**config.mk**
```make
export PLATFORM = sky130hd
export DESIGN_NAME = sensor_reply_frame_parser
export DESIGN_NICKNAME = d
export VERILOG_FILES = /design/src/rtl/core/srfp_pkg.sv /design/src/rtl/core/srfp_capture.sv /design/src/rtl/core/srfp_check.sv /design/src/rtl/core/sensor_reply_frame_parser.sv
export SDC_FILE = /design/constraint.sdc
export NUM_CORES = 1
export LEC_CHECK = 0
export ABC_AREA = 1
export BUFFER_PORTS_ARGS = -buffer_cell sky130_fd_sc_hd__buf_2
export CAP_MARGIN = 40
export CORE_MARGIN = 2
export CORE_UTILIZATION = 40
export DETAILED_ROUTE_END_ITERATION = 7
export HOLD_SLACK_MARGIN = 0.03
export PLACE_DENSITY_LB_ADDON = 0.2
export SYNTH_ARGS = -nofsm -noshare
export SYNTH_HDL_FRONTEND = slang
export SYNTH_SLANG_ARGS = --single-unit
```
**constraint.sdc**
```tcl
create_clock -name clk -period 8.1 [get_ports clk]
set_input_delay 0.81 -clock clk [delete_from_list [all_inputs] [get_ports clk]]
set_output_delay 0.81 -clock clk [all_outputs]
set_load 0.01 [all_outputs]
```
**src/rtl/core/srfp_pkg.sv**
```systemverilog
`default_nettype none
package srfp_pkg;

  localparam int unsigned FRAME_CAP = 8;
  localparam int unsigned IDX_W     = 4;

  localparam logic [7:0] FRAME_HEADER    = 8'hAA;
  localparam logic [7:0] TEMP_FRAME_LEN  = 8'h06;
  localparam logic [7:0] PRESS_FRAME_LEN = 8'h08;
  localparam logic [7:0] TEMP_TYPE_CODE  = 8'h0A;
  localparam logic [7:0] PRESS_TYPE_CODE = 8'h09;

  // bytes 0..4 go into the running sum
  localparam logic [IDX_W-1:0] SUM_SPAN  = 4'd5;
  localparam logic [IDX_W-1:0] CAP_LIMIT = 4'd8;

  localparam logic [1:0] CMD_TEMP  = 2'd0;
  localparam logic [1:0] CMD_PRESS = 2'd1;
  localparam logic [1:0] CMD_CLEAR = 2'd2;

  localparam logic [2:0] ST_OK       = 3'd0;
  localparam logic [2:0] ST_SHORT    = 3'd1;
  localparam logic [2:0] ST_BADFIELD = 3'd2;
  localparam logic [2:0] ST_BADSUM   = 3'd3;
  localparam logic [2:0] ST_NOTEMP   = 3'd4;

  typedef struct packed {
    logic                      header_seen;
    logic [IDX_W-1:0]          byte_index;
    logic [7:0]                running_sum;
    logic [FRAME_CAP-1:0][7:0] bytes;
  } frame_view_t;

endpackage
`default_nettype wire

```
**src/rtl/core/srfp_capture.sv**
```systemverilog
`default_nettype none
module srfp_capture (
  input  wire logic                 clk,
  input  wire logic                 rst_n,
  input  wire logic                 cap_en,
  input  wire logic                 restart,
  input  wire logic [7:0]           data_byte,
  output srfp_pkg::frame_view_t     view_nxt
);

  logic                              header_seen_r;
  logic [srfp_pkg::IDX_W-1:0]        byte_index_r;
  logic [7:0]                        running_sum_r;
  logic [srfp_pkg::FRAME_CAP-1:0][7:0] bytes_r;

  // frame as it stands once the current byte is taken in
  always_comb begin
    view_nxt.header_seen = header_seen_r;
    view_nxt.byte_index  = byte_index_r;
    view_nxt.running_sum = running_sum_r;
    view_nxt.bytes       = bytes_r;
    if (!header_seen_r) begin
      if (data_byte == srfp_pkg::FRAME_HEADER) begin
        view_nxt.header_seen = 1'b1;
        view_nxt.bytes[0]    = data_byte;
        view_nxt.byte_index  = 4'd1;
        view_nxt.running_sum = data_byte;
      end
    end else if (byte_index_r < srfp_pkg::CAP_LIMIT) begin
      view_nxt.bytes[byte_index_r[2:0]] = data_byte;
      if (byte_index_r < srfp_pkg::SUM_SPAN) begin
        view_nxt.running_sum = running_sum_r + data_byte;
      end
      view_nxt.byte_index = byte_index_r + 4'd1;
    end
  end

  always_ff @(posedge clk) begin
    if (!rst_n) begin
      header_seen_r <= 1'b0;
      byte_index_r  <= '0;
      running_sum_r <= '0;
    end else if (restart) begin
      header_seen_r <= 1'b0;
      byte_index_r  <= '0;
      running_sum_r <= '0;
    end else if (cap_en) begin
      header_seen_r <= view_nxt.header_seen;
      byte_index_r  <= view_nxt.byte_index;
      running_sum_r <= view_nxt.running_sum;
    end
  end

  always_ff @(posedge clk) begin
    if (cap_en) begin
      bytes_r <= view_nxt.bytes;
    end
  end

endmodule
`default_nettype wire

```
**src/rtl/core/srfp_check.sv**
```systemverilog
`default_nettype none
module srfp_check (
  input  wire logic                  kind,
  input  wire srfp_pkg::frame_view_t view,
  input  wire logic                  temp_zero,
  output logic [2:0]                 status
);

  logic [7:0] exp_len;
  logic [7:0] exp_type;
  logic [7:0] sum_byte;
  logic [7:0] frame_sum;

  always_comb begin
    exp_len   = kind ? srfp_pkg::PRESS_FRAME_LEN : srfp_pkg::TEMP_FRAME_LEN;
    exp_type  = kind ? srfp_pkg::PRESS_TYPE_CODE : srfp_pkg::TEMP_TYPE_CODE;
    sum_byte  = kind ? view.bytes[7] : view.bytes[5];
    frame_sum = kind ? (view.running_sum + view.bytes[5] + view.bytes[6])
                     : view.running_sum;
    if (kind && temp_zero) begin
      status = srfp_pkg::ST_NOTEMP;
    end else if (!view.header_seen || ({4'd0, view.byte_index} < exp_len)) begin
      status = srfp_pkg::ST_SHORT;
    end else if ((view.bytes[1] != exp_len) || (view.bytes[2] != exp_type)) begin
      status = srfp_pkg::ST_BADFIELD;
    end else if (frame_sum != sum_byte) begin
      status = srfp_pkg::ST_BADSUM;
    end else begin
      status = srfp_pkg::ST_OK;
    end
  end

endmodule
`default_nettype wire

```
**src/rtl/core/sensor_reply_frame_parser.sv**
```systemverilog
// an accepted item passes through the input register, then the result register
// throughput: one item per cycle unless in_stall is raised; the result register holds a stalled
// result while the input register takes the next item
// reset: synchronous active-low rst_n clears the frame hunt, held values, valid mark,
// kind, frame count and both valid flags; captured frame bytes are not reset
`default_nettype none
module sensor_reply_frame_parser (
  input  wire logic        clk,
  input  wire logic        rst_n,
  input  wire logic        in_valid,
  output logic             in_stall,
  input  wire logic [1:0]  in_command,
  input  wire logic [7:0]  in_data_byte,
  input  wire logic        in_last_byte,
  output logic             out_valid,
  input  wire logic        out_stall,
  output logic [2:0]       out_status,
  output logic             out_reply_kind,
  output logic             out_value_valid,
  output logic [15:0]      out_temperature_tenths,
  output logic [31:0]      out_pressure_raw,
  output logic [31:0]      out_good_frames
);

  logic       stg_valid_r;
  logic [1:0] stg_cmd_r;
  logic [7:0] stg_byte_r;
  logic       stg_last_r;

  logic [15:0] temp_held_r;
  logic [31:0] press_held_r;
  logic [31:0] frame_cnt_r;
  logic        valid_mark_r;
  logic        last_kind_r;

  logic [15:0] temp_held_nxt;
  logic [31:0] press_held_nxt;
  logic [31:0] frame_cnt_nxt;
  logic        valid_mark_nxt;
  logic        last_kind_nxt;

  logic        out_valid_r;
  logic [2:0]  out_status_r;
  logic        out_kind_r;
  logic        out_vmark_r;
  logic [15:0] out_temp_r;
  logic [31:0] out_press_r;
  logic [31:0] out_cnt_r;

  logic       advance;
  logic       accept;
  logic       commit;
  logic       is_byte;
  logic       is_clear;
  logic       cap_en;
  logic       restart;
  logic       eval;
  logic       good;
  logic [2:0] status;

  srfp_pkg::frame_view_t view_nxt;

  assign advance  = !out_valid_r || !out_stall;
  assign in_stall = stg_valid_r && !advance;
  assign accept   = in_valid && !in_stall;
  assign commit   = stg_valid_r && advance;

  assign is_byte  = (stg_cmd_r == srfp_pkg::CMD_TEMP) || (stg_cmd_r == srfp_pkg::CMD_PRESS);
  assign is_clear = (stg_cmd_r == srfp_pkg::CMD_CLEAR);
  assign cap_en   = commit && is_byte;
  assign eval     = cap_en && stg_last_r;
  assign restart  = (commit && is_clear) || eval;
  assign good     = eval && (status == srfp_pkg::ST_OK);

  srfp_capture u_capture (
    .clk       (clk),
    .rst_n     (rst_n),
    .cap_en    (cap_en),
    .restart   (restart),
    .data_byte (stg_byte_r),
    .view_nxt  (view_nxt)
  );

  srfp_check u_check (
    .kind      (stg_cmd_r[0]),
    .view      (view_nxt),
    .temp_zero (temp_held_r == 16'd0),
    .status    (status)
  );

  always_comb begin
    temp_held_nxt  = temp_held_r;
    press_held_nxt = press_held_r;
    frame_cnt_nxt  = frame_cnt_r;
    valid_mark_nxt = valid_mark_r;
    last_kind_nxt  = last_kind_r;
    if (commit && is_clear) begin
      temp_held_nxt  = '0;
      press_held_nxt = '0;
      valid_mark_nxt = 1'b0;
      last_kind_nxt  = 1'b0;
    end else if (good) begin
      if (stg_cmd_r[0]) begin
        // pressure is little-endian in bytes 3..6
        press_held_nxt = {view_nxt.bytes[6], view_nxt.bytes[5],
                          view_nxt.bytes[4], view_nxt.bytes[3]};
      end else begin
        temp_held_nxt = {view_nxt.bytes[3], view_nxt.bytes[4]};
      end
      last_kind_nxt  = stg_cmd_r[0];
      valid_mark_nxt = 1'b1;
      frame_cnt_nxt  = frame_cnt_r + 32'd1;
    end
  end

  always_ff @(posedge clk) begin
    if (!rst_n) begin
      stg_valid_r  <= 1'b0;
      temp_held_r  <= '0;
      press_held_r <= '0;
      frame_cnt_r  <= '0;
      valid_mark_r <= 1'b0;
      last_kind_r  <= 1'b0;
      out_valid_r  <= 1'b0;
    end else begin
      if (accept) begin
        stg_valid_r <= 1'b1;
      end else if (advance) begin
        stg_valid_r <= 1'b0;
      end
      temp_held_r  <= temp_held_nxt;
      press_held_r <= press_held_nxt;
      frame_cnt_r  <= frame_cnt_nxt;
      valid_mark_r <= valid_mark_nxt;
      last_kind_r  <= last_kind_nxt;
      if (eval) begin
        out_valid_r <= 1'b1;
      end else if (!out_stall) begin
        out_valid_r <= 1'b0;
      end
    end
  end

  always_ff @(posedge clk) begin
    if (accept) begin
      stg_cmd_r  <= in_command;
      stg_byte_r <= in_data_byte;
      stg_last_r <= in_last_byte;
    end
    if (eval) begin
      out_status_r <= status;
      out_kind_r   <= last_kind_nxt;
      out_vmark_r  <= valid_mark_nxt;
      out_temp_r   <= temp_held_nxt;
      out_press_r  <= press_held_nxt;
      out_cnt_r    <= frame_cnt_nxt;
    end
  end

  assign out_valid              = out_valid_r;
  assign out_status             = out_status_r;
  assign out_reply_kind         = out_kind_r;
  assign out_value_valid        = out_vmark_r;
  assign out_temperature_tenths = out_temp_r;
  assign out_pressure_raw       = out_press_r;
  assign out_good_frames        = out_cnt_r;

`ifndef NO_ASSERTIONS
  a_ok_sets_valid : assert property (@(posedge clk) disable iff (!rst_n)
    out_valid && (out_status == srfp_pkg::ST_OK) |-> out_value_valid)
    else $error("good reply without valid mark");

  a_kind_needs_valid : assert property (@(posedge clk) disable iff (!rst_n)
    out_valid && !out_value_valid |-> !out_reply_kind)
    else $error("pressure kind held without a good reply");

  a_press_has_temp : assert property (@(posedge clk) disable iff (!rst_n)
    out_valid && (out_status == srfp_pkg::ST_OK) && out_reply_kind
      |-> (out_temperature_tenths != 16'd0))
    else $error("pressure accepted with no temperature held");

  a_count_step : assert property (@(posedge clk) disable iff (!rst_n)
    good |=> (frame_cnt_r == $past(frame_cnt_r) + 32'd1))
    else $error("good frame count did not advance");

  a_stall_only_full : assert property (@(posedge clk) disable iff (!rst_n)
    in_stall |-> stg_valid_r && out_valid_r)
    else $error("input stalled with room to take an item");
`endif

endmodule
`default_nettype wire

```
==> results_dict.tcl <==
set metrics [dict create \
    run_status "finished clean" \
    clock_sink_count 249 \
    worst_skew_pair.late_latency_ns 0.54 \
    port-buffer-count 101 \
    drt-initial-drc-count 876 \
    vias_per_cell 4.96 \
    cts_buffers 27 \
    die_w_um 178 \
    finalSetupTns_ns 0 \
    crit_top_cell "sky130_fd_sc_hd__nand2_1" \
    yosysWarnings 0 \
    drc_violations_left 0 \
    antenna_found_initial 0 \
    min_period_over_period_pct 76.9 \
    capturing_element_type_of_the_critical_path "flip-flop" \
    fin_cells 1961 \
    cts-htree-levels 1 \
    post_synthesis_sequential_element_count 249 \
    cpPeakStageDelay_ns 0.72 \
    grt_remaining_overflow 0 \
    synth_cell_type_count 43 \
    detail_route.wl_per_cell_um 16.0 \
    final-max-slew-violation-count 0 \
    post_synth_inst_count 1451 \
    grtUsageTotal_pct 19.9 \
    cts_tree "yes" \
    drtAntennaViolNets 0 \
    synth_fp_nets 1493 \
    synthToLayoutAreaGrowth_pct 14.8 \
    cellLeakagePower_uw 0.00602 \
    grt_setup_unrepaired "false" \
    dp.final_hpwl_um 22300 \
    number_of_vias_after_detailed_routing 9719 \
    finalWeightedCongestion 0.919 \
    timing_worst_slew_pin_value_ns 0.859 \
    placeableCoreArea_um2 29800 \
    clockRootBuffer "sky130_fd_sc_hd__clkbuf_16" \
    fillers 2954 \
    critical_path_required_ns 8.38 \
    start_util_pct 40.7 \
    hold_class "in2reg" \
    setup-violations-final 0 \
    power.density_cell_area_nw_per_um2 195 \
    crit_fanout 33 \
    clock_slew_seen_by_the_registers_of_the_worst_setup_and_hold_paths_ns 0.06 \
    ant_diodes 0 \
    syn_avg_cell_area_um2 8.37 \
    ioPinCount 102 \
    fmaxAchievable_mhz 161 \
    drt_first_pass_iters 5 \
    fp.dieH_um 178 \
    post_cts_buffers 0 \
    post-route-min-period_ns 6.23 \
    layout_cell_share_with_drive_strength_beyond_1_pct 11.8 \
    cpMaxStageDelayCell "sky130_fd_sc_hd__nor2_4" \
    crit_arrival_ns 6.51 \
    hold_violations_final 0 \
    design.die.area_um2 31800 \
    maxCapViolCount 0 \
    setup.worst_path.start_class "flip-flop" \
    max_buffers_root_to_sink 3 \
    peakVddDrop_mv 0.140 \
    place_inst 1911 \
    worst_clock_skew_ns 0.0129 \
    grt_first_pass_wirelength_um 49300 \
    relSlewSlack_pct 42.7 \
    timing.setup.critical_path_class "reg2reg" \
    ys_seq_area_share_pct 53.6 \
    post_cts_resized 0 \
    first_global_vias 8939 \
    cts-hold-fix-buffers 0 \
    synth_area_um2 12100 \
    std_cell_rows 63 \
    wl_um 31400 \
    nets 1592 \
    pin_count_of_the_biggest_net_entering_global_routing 49 \
]
## registers in the layout, indices dropped and copies added (netlist names), 2 cells and up
| register | cells |
|---|---|
| u_capture.bytes_r | 56 |
| press_held_r | 32 |
| out_temperature_tenths | 16 |
| temp_held_r | 16 |
| u_capture.running_sum_r | 8 |
| stg_byte_r | 8 |
| out_pressure_raw | 32 |
| stg_cmd_r | 2 |
| u_capture.byte_index_r | 4 |
| out_status | 3 |
| out_good_frames | 32 |
| frame_cnt_r | 32 |
## worst paths after layout
kind	endpoint	depth (start not counted)	from	slack [ns]
worst max register to register	out_pressure_raw[13]	28	stg_byte_r[1]	1.87
worst min-delay path	stg_byte_r[0]	1	in_data_byte[0]	0.45
worst min register to register	valid_mark_r	2	valid_mark_r	0.49
worst max-delay path	out_pressure_raw[13]	28	stg_byte_r[1]	1.87
## area by class of cell
| cell class | count | area, um^2 | area share, % |
|---|---|---|---|
| inverters | 217 | 816 | 5.85 |
| clock inverters | 11 | 85.1 | 0.610 |
| flip-flops and latches | 249 | 6510 | 46.7 |
| well taps | 390 | 488 | 3.50 |
| multi-input cells | 943 | 4620 | 33.2 |
| clock buffers | 39 | 795 | 5.70 |
| repair buffers | 112 | 628 | 4.51 |
## power breakdown
group          switching (uW)  internal [uW]  leakage [uW]
clock network             500            713      0.000434
logic                    91.5           39.8       0.00344
registers                12.8           1360       0.00214
## placed cells by master (no fill, tap or decap), types with 30 or more instances in the layout
cell                          n
sky130_fd_sc_hd__nand3_1     72
sky130_fd_sc_hd__clkbuf_16   30
sky130_fd_sc_hd__nor2_1     107
sky130_fd_sc_hd__o21ai_0     74
sky130_fd_sc_hd__edfxtp_1   152
sky130_fd_sc_hd__a21oi_1     85
sky130_fd_sc_hd__inv_1      202
sky130_fd_sc_hd__dfxtp_1     97
sky130_fd_sc_hd__buf_2      101
sky130_fd_sc_hd__nand2_1    419
sky130_fd_sc_hd__nor3_1      37
## critical path: cells and delay by family (launching register included)
family | cells | cell delay, ns
AOI/OAI and AO/OA | 2 | 0.33
adders and majority gates | 3 | 1.36
buffers and inverters | 4 | 0.93
DFF | 1 | 0.55
and+or+nand+nor | 19 | 2.77
## stage by stage
step	utilization (%)	power, uW	cell area, um^2	setup slack (ns)	hold slack [ns]
final	46.8	2720	13900	1.87	0.448
after floorplan	-	1480	12100	3.73	0.453
after global routing	46.8	2820	13900	1.25	0.435
after detailed placement	43.8	1530	13100	1.89	0.486
after global placement	43.6	1530	13000	1.98	0.479
after CTS	46.8	2740	13900	1.85	0.431
## cell families after synthesis
| family | count (synthesis) | share of synthesized area, % |
|---|---|---|
| simple gates | 693 | 24.4 |
| buf+inv | 259 | 8.41 |
| flops | 249 | 53.6 |
| compound gates | 200 | 8.56 |
| fa+ha+maj | 27 | 3.34 |
| xor+xnor | 22 | 1.59 |
| mux | 1 | 0.0824 |
## cells in the mapped netlist (all sizes together)
library cell | number | area, um^2
a211oi | 2 | 15.0
a21boi | 1 | 7.51
a21oi | 85 | 425
a31oi | 1 | 6.26
buf | 18 | 116
clkbuf | 24 | 90.1
clkinv | 4 | 15.0
dfxtp | 97 | 1940
edfxtp | 152 | 4560
fa | 9 | 180
ha | 18 | 225
inv | 213 | 800
mux2i | 1 | 10.0
nand2 | 421 | 1590
nand3 | 74 | 388
nand3b | 4 | 30.0
nand4 | 27 | 184
nor2 | 116 | 485
nor3 | 37 | 185
nor3b | 1 | 7.51
nor4 | 11 | 83.8
o211ai | 2 | 15.0
o21a | 2 | 15.0
o21ai | 104 | 536
o21bai | 1 | 7.51
o22ai | 2 | 12.5
or2 | 2 | 12.5
xnor2 | 6 | 52.6
xor2 | 16 | 140
## metal layers
| layer | vias up | track usage [%] | wire length [um] |
|---|---|---|---|
| met4 | 0 | 4.51 | 601 |
| li1 | 4932 | - | - |
| met2 | 245 | 31.2 | 13800 |
| met5 | - | 0 | 0 |
| met1 | 4504 | 29.4 | 15100 |
| met3 | 38 | 2.49 | 1790 |
Power figures use the tool's default switching activity.
